<file path="config.mk">
export PLATFORM = sky130hd
export DESIGN_NAME = rmoh_ctrl
export DESIGN_NICKNAME = d
export VERILOG_FILES = /design/src/rmoh_pkg.sv /design/src/rmoh_ctrl.sv
export SDC_FILE = /design/constraint.sdc
export NUM_CORES = 1
export LEC_CHECK = 0
export ABC_AREA = 1
export BUFFER_PORTS_ARGS = -buffer_cell sky130_fd_sc_hd__buf_4
export CORE_MARGIN = 4
export CORE_UTILIZATION = 27
export CTS_BUF_LIST = sky130_fd_sc_hd__clkbuf_16
export CTS_CLUSTER_DIAMETER = 100
export DETAILED_ROUTE_END_ITERATION = 6
export SETUP_SLACK_MARGIN = 0.5
export SKIP_LAST_GASP = 1
export SYNTH_ARGS = -nofsm -noshare
export SYNTH_HDL_FRONTEND = slang
export SYNTH_SLANG_ARGS = --single-unit
</file>
<file path="constraint.sdc">
create_clock -name aclk -period 1.7 [get_ports aclk]
set_input_delay 0.085 -clock aclk [delete_from_list [all_inputs] [get_ports aclk]]
set_output_delay 0.085 -clock aclk [all_outputs]
set_load 0.02 [all_outputs]
</file>
<file path="src/rmoh_pkg.sv">
`timescale 1ns / 1ps
`default_nettype none
// ----------------------------------------------------------------------------
// rmoh_pkg
// Shared types and constants of the ray marcher: field widths, opcodes,
// register indexes, controller states and the command / status bundles.
// ----------------------------------------------------------------------------
package rmoh_pkg;

    localparam int MAX_SQUARES_DEF = 64;
    localparam int MAX_CIRCLES_DEF = 64;

    localparam int POS_W      = 24;
    localparam int STEP_W     = 12;
    localparam int BS_W       = 10;
    localparam int CNT_W      = 7;
    localparam int COORD_W    = 16;
    localparam int ANG_W      = 16;
    localparam int CFG_IDX_W  = 3;
    localparam int CFG_DATA_W = 24;
    localparam int S_TDATA_W  = 56;
    localparam int S_TUSER_W  = 2;
    localparam int M_TDATA_W  = 64;
    localparam int M_TUSER_W  = 1;

    // reset values of the registers
    localparam logic [POS_W-1:0]  VIEWER_RST = '0;
    localparam logic [STEP_W-1:0] MAX_STEPS_RST = 12'd1024;
    localparam logic [BS_W-1:0]   BLOCK_SIZE_RST = 10'd64;
    localparam logic [CNT_W-1:0]  COUNT_RST = '0;

    // quarter-wave sine polynomial
    localparam logic [16:0] SIN_C1    = 17'd42334;
    localparam logic [16:0] SIN_C2    = 17'd5223;
    localparam logic [16:0] SIN_C3    = 17'd102944;
    localparam logic [16:0] Q15_MAX   = 17'd32767;
    localparam logic [15:0] QUARTER   = 16'd16384;
    localparam logic [1:0]  TRIG_LAST = 2'd3;

    typedef enum logic [1:0] {
        OP_WR_SQUARE = 2'd0,
        OP_WR_CIRCLE = 2'd1,
        OP_CAST      = 2'd2
    } op_t;

    typedef enum logic [CFG_IDX_W-1:0] {
        CFG_VIEWER_X     = 3'd0,
        CFG_VIEWER_Y     = 3'd1,
        CFG_MAX_STEPS    = 3'd2,
        CFG_BLOCK_SIZE   = 3'd3,
        CFG_SQUARE_COUNT = 3'd4,
        CFG_CIRCLE_COUNT = 3'd5
    } cfg_idx_t;

    typedef enum logic [4:0] {
        ST_IDLE = 5'b00001,
        ST_TRIG = 5'b00010,
        ST_STEP = 5'b00100,
        ST_SCAN = 5'b01000,
        ST_DONE = 5'b10000
    } state_t;

    typedef struct packed {
        logic accept;       // input transfer this cycle
        logic load;         // start of a cast
        logic trig_run;     // advance sine / cosine sequence
        logic step_pt;      // form point of current depth
        logic scan_run;     // walk the obstacle tables
        logic next_step;    // advance depth
        logic result_load;  // fill output register
    } cmd_t;

    typedef struct packed {
        logic trig_done;
        logic scan_done;
        logic pipe_busy;
        logic hit;
        logic last_step;
        logic zero_steps;
        logic out_free;
    } sts_t;

endpackage : rmoh_pkg
`default_nettype wire

</file>
<file path="src/rmoh_ctrl.sv">
`timescale 1ns / 1ps
`default_nettype none
// ----------------------------------------------------------------------------
// rmoh_ctrl
// Sequencer of a cast: sine / cosine, then per depth step a point and a
// table scan, then the result hand-off.
// ----------------------------------------------------------------------------
module rmoh_ctrl
    import rmoh_pkg::*;
(
    input  wire logic                 aclk,
    input  wire logic                 aresetn,
    input  wire logic                 s_tvalid,
    input  wire logic [S_TUSER_W-1:0] s_tuser,
    output logic                      s_tready,
    input  wire sts_t                 sts,
    output cmd_t                      cmd
);

    state_t state_reg, state_next;

    always_ff @(posedge aclk) begin
        if (!aresetn) begin
            state_reg <= ST_IDLE;
        end else begin
            state_reg <= state_next;
        end
    end

    always_comb begin
        state_next = state_reg;
        cmd        = '0;
        s_tready   = 1'b0;
        unique case (state_reg)
            ST_IDLE: begin
                s_tready = 1'b1;
                if (s_tvalid) begin
                    cmd.accept = 1'b1;
                    if (s_tuser == OP_CAST) begin
                        cmd.load   = 1'b1;
                        state_next = ST_TRIG;
                    end
                end
            end
            ST_TRIG: begin
                cmd.trig_run = 1'b1;
                if (sts.trig_done) begin
                    state_next = sts.zero_steps ? ST_DONE : ST_STEP;
                end
            end
            ST_STEP: begin
                cmd.step_pt = 1'b1;
                state_next  = ST_SCAN;
            end
            ST_SCAN: begin
                cmd.scan_run = 1'b1;
                if (sts.scan_done && !sts.pipe_busy) begin
                    if (sts.hit || sts.last_step) begin
                        state_next = ST_DONE;
                    end else begin
                        cmd.next_step = 1'b1;
                        state_next    = ST_STEP;
                    end
                end
            end
            ST_DONE: begin
                if (sts.out_free) begin
                    cmd.result_load = 1'b1;
                    state_next      = ST_IDLE;
                end
            end
            default: begin
                state_next = ST_IDLE;
            end
        endcase
    end

    a_scan_exit: assert property (@(posedge aclk) disable iff (!aresetn)
        (state_reg == ST_SCAN && sts.scan_done && !sts.pipe_busy)
        |=> (state_reg == ST_DONE || state_reg == ST_STEP))
        else $error("scan end did not leave scan state");

    a_trig_exit: assert property (@(posedge aclk) disable iff (!aresetn)
        (state_reg == ST_TRIG && sts.trig_done && !sts.zero_steps)
        |=> (state_reg == ST_STEP))
        else $error("trig end did not start a step");

    a_done_exit: assert property (@(posedge aclk) disable iff (!aresetn)
        cmd.result_load |=> (state_reg == ST_IDLE))
        else $error("result load did not return to idle");

endmodule : rmoh_ctrl
`default_nettype wire

</file>
Word level (Yosys, flattened, before mapping):

Index checks and enable logic that the tools add are counted.

* bits of input ports: 12
* output and inout port bits: 8
* register bits: 5
* word-level logic and storage cells: 35

* eq/ne operators: 11
* muxes and demuxes: 19
* reduce and logical (&&, ||, !) cells: 4

Operators with widths (count)
* $mux W5: 7
* $pmux W5 S5: 1
* $ne A2 B2 Y1 const B: 5
* $mux W1: 8
* $mux W2: 3
* $eq A5 B1 Y1 const B: 1
* $eq A5 B2 Y1 const B: 1
* $eq A5 B3 Y1 const B: 1
* $eq A5 B4 Y1 const B: 1
* $eq A5 B5 Y1 const B: 1
* $reduce_and A5 Y1: 1
* $eq A2 B2 Y1 const B: 1
* $logic_and A1 B1 Y1: 1
* $logic_not A1 Y1: 1
* $logic_or A1 B1 Y1: 1

Depth between registers and ports, before layout:

Gate-level depths: netlist (run 1).

* depth after elaboration: 4
* mapped depth: 9

Least setup slack after synthesis (run 1):

Ideal clock, no wire load.

* path type: register -> output
* from: register state_reg[1]
* to: output port cmd[5] (netlist name)
* cell stages (with the launch flop): 7
* arrival time: 1268 ps
* buffers on the path: 0
* path slack: 347 ps
* required time: 1615 ps
* cell sequence: dfxtp_1 > inv_1 > nand2_1 > nor2_2 > nand2_2 > nor2_1 > and3_1

RTL lines
* from (decl): line rmoh_ctrl.sv:20 `state_t state_reg, state_next;`
* from (signal assigned): line rmoh_ctrl.sv:26 `state_reg <= state_next;`
* to (decl): line rmoh_ctrl.sv:17 `output cmd_t cmd`

==> results of run 1 <==
## cells in the mapped netlist, drive strengths merged
| cell type | n | share of area |
|---|---|---|
| o22ai | 1 | 0.016 |
| a21oi | 2 | 0.026 |
| nand2 | 12 | 0.13 |
| nor3 | 2 | 0.026 |
| nand3 | 6 | 0.10 |
| nand4 | 4 | 0.080 |
| dfxtp | 5 | 0.26 |
| and3 | 1 | 0.016 |
| nor2 | 15 | 0.20 |
| inv | 15 | 0.14 |
## per-stage QoR
stage          hold WS (ns)  area (sq um)  setup WS [ns]   util
3_3_place_gp          0.310           562          0.544  0.421
4_1_cts              0.0859           679          0.368  0.509
2_1_floorplan         0.169           400          0.510      -
3_5_place_dp          0.325           562          0.548  0.421
6_report             0.0826           774          0.371  0.581
5_1_grt              0.0960           774          0.304  0.581
## worst max path at each step
stage               cells past startpoint      to    startpoint
finish                                  7  cmd[5]  state_reg[1]
global route                            7  cmd[5]  state_reg[1]
CTS                                     4  cmd[1]  state_reg[0]
detailed placement                      7  cmd[5]  state_reg[1]
global placement                        7  cmd[5]  state_reg[1]
floorplan                               4  cmd[1]  state_reg[3]
## timing repair
action,CTS,global route
resized for setup,10,12
buffers inserted,2,7
setup endpoints to repair,8,12
pin swaps,2,6
## per-layer routing
metal,up-vias,GRT usage,routed length (um)
li1,263,-,-
met1,217,0.135,487
met2,11,0.162,569
met3,4,0.0586,59
met4,0,0.0284,33
met5,-,0,0
## final cells by class
class	count	area share
multi-input combinational	43	0.362
timing repair buffer	28	0.300
sequential	5	0.139
clock buffer	3	0.0969
inverter	15	0.0727
tap	15	0.0242
clock inverter	1	0.00485
## placed cells by master (no fill, tap or decap)
cell / instances
buf_4: 22
inv_1: 12
nor2_1: 9
nand2_1: 7
nor2_4: 6
buf_6: 6
nand2_2: 5
nand3_1: 4
inv_2: 4
nand4_1: 3
clkbuf_16: 3
dfxtp_2: 3
a21oi_1: 2
nand3_4: 1
and3_4: 1
nor3_2: 1
nand4_2: 1
o22ai_1: 1
nand3_2: 1
nor3_1: 1
dfxtp_4: 1
dfxtp_1: 1
## worst reg2reg max path, delay by kind of cell (launching register included)
family / cells / cell delay, ns
flops: 1 / 0.43
simple gates: 7 / 0.54
buf+inv: 1 / 0.15
## logic make-up (layout without fill, tap and decap cells)
| group | count (synthesis) | in the layout |
|---|---|---|
| simple gates | 40 | 40 |
| buf+inv | 15 | 47 |
| flops | 5 | 5 |
| compound gates | 3 | 3 |
## power by group
part / internal (mW) / total (mW) / switching (mW) / leakage, nW
Combinational: 0.312 / 0.654 / 0.342 / 0.324
Clock: 0.304 / 0.379 / 0.0748 / 0.0423
Sequential: 0.161 / 0.218 / 0.0567 / 0.0422
Total: 0.778 / 1.25 / 0.473 / 0.408
==> summary.md, run 1 <==
| Metric | Value |
|---|---|
| CORE AREA | `1330 sq um` |
| Area Growth Syn to Fin | `97.8%` |
| Share of layout cells above drive strength 1 | `0.579` |
| Hold endpoint | `state_reg[0]` |
| Main combinational cell family by area after synthesis | `simple AND/OR/NAND/NOR gates` |
| CTS Buffer Depth | `2` |
| Finished Layout Cells | `110` |
| Multi-input logic area | `between 200 and 300 sq um` |
| Leak Pwr | `0.408 nW` |
| Inst Count DP | `97` |
| Arrival @ worst endpoint | `1.24 ns` |
| DP HPWL | `774 um` |
| CP Buf/Inv Count | `2` |
| CP cell instances | `inv_2, nand2_2, nor2_4, nand2_2, nor2_4, and3_4, buf_6` |
| Worst Hold Depth | `2` |
| Root Buffer | `clkbuf_16` |
| Tot Pwr | `1.25 mW` |
| Mux cell area share after synthesis | `0` |
| Final hold violation count | `0` |
| Synth Area in Simple Gates | `0.559` |
| Total clock sinks | `5` |
| Syn Nets | `75` |
| Remaining Overflow, GRT | `0` |
| Final setup fails | `0` |
| Synth Area in Adders | `0` |
| CP Max Fanout | `4` |
| Reg2reg setup slack | `0.46 ns` |
| Hold crit path type | `input port to register` |
| R2R Path Start | `state_reg[2]` |
| CTS clk-pin slew, worst paths | `0.03 ns` |
| Mapped cell area | `392 sq um` |
| R2R depth | `8` |
| Avg Cell Area, Syn | `6.22 sq um` |
| Placer Congestion | `0.780` |
| Critical Path RT | `1.62 ns` |
| CP max-delay cell | `dfxtp_4` |
| Hold_sp | `aresetn` |
| Status | `finished clean` |
| Drt wl/cell | `around 10 um` |
| Register area share after synthesis | `0.256` |
| Worst slew pin tran | `between 0.2 and 0.25 ns` |
| Routed vias | `a little under 500` |
| # hold bufs at CTS | `0` |
| Compound-Gate Fraction of Synth Area | `0.0415` |
| # nets final | `108` |
| Peak Freq | `753 MHz` |
| Die area | `2120 sq um` |
| Worst setup SP type | `register` |
| IO Port Bufs | `19` |
| Period utilisation layout | `0.782` |
| DR iter-0 viols | `2` |
| Total CTS buffers | `3` |
| Largest net degree at the start of global routing | `7` |
| DRT Pass-1 Iters | `4` |
| Synth Area in XOR/XNOR | `0` |
| Post-route ant nets | `0` |
| Clock latency on the worst-skew pair | `0.23 ns` |
| IO Count | `20` |
| N_diodes | `0` |
| CTS tree | `yes` |
| Slew headroom | `0.848` |
| Critical path class | `register to primary output` |
| Max-Cap Viols | `0` |
| # fillers | `119` |
| Setup Skew | `0.00160 ns` |
| Global-route wire length before repair | `1.64 mm` |
| CP Capture Type | `primary output` |
| # DRC | `0` |
| Final Max Slew Viols | `0` |
| Vias in the first global route | `421` |
| Tmin final | `1.33 ns` |
| PwrDens | `1620 nW/um^2` |
| Overall Global Routing Usage | `0.109` |
| # rows | `13` |
| Worst reg2reg endpoint | `state_reg[4]` |
| RSZ-0062 raised after global routing | `true` |
| Drt via density | `4.50` |
| Peak supply drop | `0.000962 V` |
| Storage cell area | `approximately 110 sq um` |
| Die W | `46.1 um` |
| Top cell family by delay on the critical path | `simple AND/OR/NAND/NOR gates` |
| Initial antenna violation count | `0` |
| Final setup TNS | `0 ns` |
| Initial core utilization | `0.294` |
| CP peak stage delay | `between 0.3 and 0.4 ns` |
| Detailed-route wire length | `1.15 mm` |
| Unique masters post-synth | `16` |
| Ys Warns | `0` |
| Die height | `46.1 um` |
| FF+latch count, synth | `5` |
| Max FFs per register | `5` |
| Syn Inst Count | `63` |
| H-tree level count | `1` |
Power figures use the tool's default switching activity.
==> inputs of run 2 (changes only) <==
- clock period: 1.7 -> 1.2 ns (I/O delays scaled with it)
==> summary.md, run 2 (synthesis results as in run 1) <==
| Metric | Value |
|---|---|
| Root Buffer | `clkbuf_16` |
| Sw power | `0.765 mW (+62%)` |
| Setup Skew | `0.00247 ns (+0.000878 ns)` |
| Final setup fails | `11 (+11)` |
| Post-route ant nets | `0 (unchanged)` |
| H-tree level count | `1 (unchanged)` |
| Clock latency on the worst-skew pair | `0.23 ns (about the same)` |
| Leak Pwr | `0.455 nW (+11%)` |
| Vias in the first global route | `482 (+14%)` |
| Failing checks | `negative setup slack` |
| CORE AREA | `1330 sq um (unchanged)` |
| Initial antenna violation count | `0 (unchanged)` |
| Critical path class | `register to primary output` |
| RSZ-0062 raised after global routing | `true` |
| CP max-delay cell | `dfxtp_4` |
| Final setup TNS | `-0.460 ns (-0.460 ns)` |
| Final Max Slew Viols | `0 (unchanged)` |
| Die area | `2120 sq um (unchanged)` |
| Detailed-route wire length | `1.46 mm (+27%)` |
| Worst slew pin tran | `0.201 ns (-0.0261 ns)` |
| Initial core utilization | `0.294 (unchanged)` |
| Sw Ratio | `0.386 (+0.00795)` |
| Design area | `893 sq um (+15%)` |
| CP Max Fanout | `4 (unchanged)` |
| Remaining Overflow, GRT | `0 (unchanged)` |
| Tmin final | `1.32 ns` |
| # nets final | `114 (+5.6%)` |
| # hold bufs at CTS | `0 (unchanged)` |
| Slew headroom | `0.866 (+0.0175)` |
| Drt wl/cell | `12.6 um (+20%)` |
| CP peak stage delay | `0.36 ns (about the same)` |
| Placed cell areas | `611 sq um (+8.7%)` |
| IO Count | `20 (unchanged)` |
| # rows | `13 (unchanged)` |
| Final hold violation count | `0 (unchanged)` |
| CTS tree | `yes` |
| Combinational Power Share | `0.566 (+0.043)` |
| Hold crit path type | `input port to register` |
| Share of power burned in registers | `0.161 (-0.013)` |
| Placer Congestion | `0.712 (-8.7%)` |
| CTS Buffer Depth | `2 (unchanged)` |
| Peak supply drop | `0.00163 V (+70%)` |
| PwrDens | `2220 nW/um^2 (+37%)` |
| DR iter-0 viols | `5 (+3)` |
| Largest net degree at the start of global routing | `7 (unchanged)` |
| IO Port Bufs | `19 (unchanged)` |
| Area Growth Syn to Fin | `128%` |
| Drt via density | `4.61 (+2.5%)` |
| Period utilisation layout | `1.10` |
| Die W | `46.1 um (unchanged)` |
| Overall Global Routing Usage | `0.140 (+0.0310)` |
| Global-route wire length before repair | `2.01 mm (+22%)` |
| Status | `finished, violations left` |
| DRT Pass-1 Iters | `3 (-1)` |
| Total CTS buffers | `3 (unchanged)` |
| CTS clk-pin slew, worst paths | `0.03 ns (about the same)` |
| Dpl ws | `0.0665 ns (-0.482 ns)` |
| Routed vias | `535 (+8.1%)` |
| Worst setup SP type | `register` |
| P_int | `1.22 mW (+56%)` |
| Tot Pwr | `1.98 mW (+58%)` |
| Final worst slack | `-0.125 ns (-0.496 ns)` |
| Peak Freq | `755 MHz` |
| Total clock sinks | `5 (unchanged)` |
| Share of layout cells above drive strength 1 | `0.683 (+0.104)` |
| CP cell instances | `inv_2, nand2_2, nor2_4, nand2_2, nor2_4, and3_4, buf_6` |
| CP Capture Type | `primary output` |
| Die height | `46.1 um (unchanged)` |
| Most common library cell in the layout ignoring fill and taps | `buf_4` |
| DP HPWL | `851 um (+10%)` |
| Max FFs per register | `5 (unchanged)` |
| Most frequent cells in the layout | `buf_4, inv_1, nor2_1, buf_6` |
| Max-Cap Viols | `0 (unchanged)` |
| Clock share of power | `0.273 (-0.030)` |
| Critical Path RT | `1.14 ns (-0.48 ns)` |
| # DRC | `0 (unchanged)` |
| N_diodes | `0 (unchanged)` |
| Arrival @ worst endpoint | `1.26 ns (+0.02 ns)` |
-- run 2: changes by cell type in the layout (fill, tap and decap cells not counted), moves of 2 or more --
cell / previous run / this run
inv_4: 0 / 2
buf_6: 6 / 8
buf_4: 22 / 26
dfxtp_4: 1 / 3
inv_1: 12 / 10
-- run 2: path summary, 6_finish.rpt --
kind / startpoint / to / slack (ns) / cells past startpoint
worst min-delay path: aresetn / state_reg[0] / 0.04 / 2
worst min register to register: state_reg[1] / state_reg[1] / 0.54 / 2
worst max register to register: state_reg[2] / state_reg[0] / -0.03 / 8
worst max-delay path: state_reg[1] / cmd[5] / -0.12 / 7
-- run 2: layout make-up --
class / instances / area, sq um
clock inverters: 1 / 3.75
repair buffers: 34 / 285
well taps: 15 / 18.8
flip-flops and latches: 5 / 114
clock buffers: 3 / 75.1
fillers: 103 / 440
inverters: 15 / 61.3
multi-input cells: 43 / 335
-- run 2: critical path, delay by kind of cell (launching register included) --
family | cells | cell delay [ns]
buffers and inverters | 2 | 0.16
flip-flops | 1 | 0.36
AND/OR/NAND/NOR | 5 | 0.52
-- run 2: power groups by stage --
stage / combinational [mW] / clock [mW] / sequential (mW)
floorplan: 0.499 / 0 / 0.282
global placement: 0.662 / 0 / 0.297
detailed placement: 0.666 / 0 / 0.301
CTS: 0.970 / 0.547 / 0.304
global route: 1.21 / 0.568 / 0.331
finish: 1.12 / 0.541 / 0.319
-- run 2: stage by stage --
step / util / hold WS, ns / cells
detailed placement: 0.458 / 0.282 / 97
global route: 0.670 / 0.0442 / 116
global placement: 0.458 / 0.279 / 97
CTS: 0.622 / 0.0442 / 112
finish: 0.670 / 0.0442 / 116
floorplan: - / 0.144 / 63
-- run 2: repair_timing --
| item | in CTS | in global routing |
|---|---|---|
| pin swaps | 7 | 11 |
| setup buffers | 11 | 4 |
| endpoints found under the setup margin | 13 | 13 |
| gates resized for setup | 17 | 7 |
-- run 2: routing by layer --
metal / track usage / share of wire / wire (um)
met5: 0 / 0 / 0
met4: 0.102 / 0.030 / 44
met3: 0.0508 / 0.072 / 105
met2: 0.228 / 0.53 / 778
met1: 0.145 / 0.36 / 530
==> inputs of run 3 (changes only) <==
- ABC_CLOCK_PERIOD_IN_PS: default -> 1300
- clock period: 1.2 -> 1.3 ns (I/O delays scaled with it)
==> summary.md, run 3 (synthesis results as in run 1) <==
| Metric | Value |
|---|---|
| CTS tree | `yes` |
| Area Growth Syn to Fin | `123%` |
| DR iter-0 viols | `4 (-1)` |
| RSZ-0062 raised after global routing | `true` |
| CORE AREA | `1330 sq um (unchanged)` |
| Slew headroom | `0.865 (-0.00102)` |
| Hold_sp | `aresetn` |
| IO Count | `20 (unchanged)` |
| Die W | `46.1 um (unchanged)` |
| Total CTS buffers | `3 (unchanged)` |
| Post-route ant nets | `0 (unchanged)` |
| Die height | `46.1 um (unchanged)` |
| Peak Freq | `759 MHz` |
| Tot Pwr | `1.81 mW (-8.6%)` |
| Worst setup SP type | `register` |
| Max-Cap Viols | `0 (unchanged)` |
| Worst Hold Depth | `2 (unchanged)` |
| Share of layout cells above drive strength 1 | `0.680 (-0.00317)` |
| Placer Congestion | `0.712 (unchanged)` |
| DRT Pass-1 Iters | `4 (+1)` |
| Status | `finished, violations left` |
| Period utilisation layout | `1.01` |
| Routed vias | `535 (unchanged)` |
| Critical Path RT | `1.24 ns (+0.10 ns)` |
| IO Port Bufs | `19 (unchanged)` |
| Global route hottest layer | `met2` |
| Final worst slack | `-0.0169 ns (+0.108 ns)` |
| Overall Global Routing Usage | `0.141 (+0.00159)` |
| Die area | `2120 sq um (unchanged)` |
| Final Max Slew Viols | `0 (unchanged)` |
| Worst reg2reg endpoint | `state_reg[1]` |
| CP Max Fanout | `4 (unchanged)` |
| CTS Buffer Depth | `2 (unchanged)` |
| Vias in the first global route | `488 (+1.2%)` |
| DP HPWL | `851 um (unchanged)` |
| PwrDens | `2070 nW/um^2 (-6.7%)` |
| Clock latency on the worst-skew pair | `0.23 ns (about the same)` |
| Initial antenna violation count | `0 (unchanged)` |
| Hold endpoint | `state_reg[0]` |
| Final setup fails | `1 (-10)` |
| N_diodes | `0 (unchanged)` |
| Peak supply drop | `0.00136 V (-17%)` |
| # nets final | `113 (-0.88%)` |
| # fillers | `104 (+0.97%)` |
| M3 GR Usage | `0.0508 (unchanged)` |
| R2R depth | `8 (unchanged)` |
| Final hold violation count | `0 (unchanged)` |
| Root Buffer | `clkbuf_16` |
| CP Capture Type | `primary output` |
| H-tree level count | `1 (unchanged)` |
| Final core utilization | `0.656 (-0.0141)` |
| Met1 Use GR | `0.145 (unchanged)` |
| Most common library cell in the layout ignoring fill and taps | `buf_4` |
| Reg2reg setup slack | `0.09 ns (+0.12 ns)` |
| Setup Skew | `0.00202 ns (-0.000450 ns)` |
| Dpl ws | `0.161 ns (+0.0950 ns)` |
| Global-route wire length before repair | `2.02 mm (+0.70%)` |
| Finished Layout Cells | `115 (-0.86%)` |
| Max FFs per register | `5 (unchanged)` |
| R2R Path Start | `state_reg[2]` |
| Initial core utilization | `0.294 (unchanged)` |
| # hold bufs at CTS | `0 (unchanged)` |
| Worst slew pin tran | `0.202 ns (+0.00100 ns)` |
| Drt via density | `4.65 (+0.87%)` |
| Remaining Overflow, GRT | `0 (unchanged)` |
| Critical path class | `register to primary output` |
| Tmin final | `1.32 ns` |
| # rows | `13 (unchanged)` |
| Largest net degree at the start of global routing | `7 (unchanged)` |
| # DRC | `0 (unchanged)` |
| Arrival @ worst endpoint | `1.25 ns (about the same)` |
| Detailed-route wire length | `1.42 mm (-2.7%)` |
| Inst Count DP | `97 (unchanged)` |
| Total clock sinks | `5 (unchanged)` |
| Most frequent cells in the layout | `buf_4, inv_1, buf_6, nor2_1` |
| Hold crit path type | `input port to register` |
| Failing checks | `negative setup slack` |
| Drt wl/cell | `12.3 um (-1.9%)` |
| CTS clk-pin slew, worst paths | `0.03 ns (about the same)` |
| Leak Pwr | `0.449 nW (-1.2%)` |
| GR met2 Demand/Resource | `0.234 (+0.00549)` |
run 3: cell count changes in the layout (fill, tap and decap cells not counted):
cell	change
dfxtp_2	+1
dfxtp_4	-1
nand2_2	+1
nand2_4	-1
nand3_4	-1
buf_6	+1
buf_4	-2
nand3_2	+1
run 3: where the power goes:
part / switching (mW) / internal [mW]
logic: 0.521 / 0.504
clock network: 0.100 / 0.398
registers: 0.0769 / 0.210
total: 0.697 / 1.11
run 3: how the worst max path moves through the flow:
stage / end / depth (start not counted) / slack (ns) / startpoint
6_report: cmd[5] / 7 / -0.02 / state_reg[1]
2_1_floorplan: cmd[5] / 6 / 0.20 / state_reg[1]
3_5_place_dp: cmd[5] / 7 / 0.16 / state_reg[1]
5_1_grt: cmd[5] / 7 / -0.07 / state_reg[1]
4_1_cts: cmd[5] / 7 / -0.02 / state_reg[1]
3_3_place_gp: cmd[5] / 7 / 0.16 / state_reg[1]
run 3: repair_timing:
| action | CTS | global route |
|---|---|---|
| cloned | 0 | 0 |
| endpoints found under the setup margin | 13 | 13 |
| buffers inserted | 12 | 2 |
| gates resized for setup | 18 | 4 |
| pin swaps | 8 | 3 |
| endpoints found under the hold margin | 0 | 0 |
run 3: critical path: stages (launching register included):
cell and delay, ns:
dfxtp_4 0.35, inv_2 0.05, nand2_2 0.05, nor2_4 0.10
nand2_2 0.09, nor2_4 0.09, and3_4 0.17, buf_6 0.11
run 3: layout make-up:
type                       count  area (sq um)  area share
multi-input combinational     43           323       0.369
sequential                     5           111       0.127
timing repair buffer          33           282       0.322
tap                           15          18.8      0.0215
inverter                      15          61.3      0.0701
clock inverter                 1          3.75     0.00429
clock buffer                   3          75.1      0.0858
run 3: layer usage:
layer  wire length [um]  vias to the layer above
li1                   -                      273
met1                557                      240
met2                730                       16
met3                 90                        6
met4                 40                        0
met5                  0                        -
run 3: through the flow:
stage | instance area [sq um] | hold slack (ns) | TNS, ns
floorplan | 449 | 0.149 | 0
global placement | 611 | 0.284 | 0
detailed placement | 611 | 0.287 | 0
CTS | 841 | 0.0492 | -0.0237
global route | 875 | 0.0486 | -0.0897
finish | 875 | 0.0502 | -0.0169
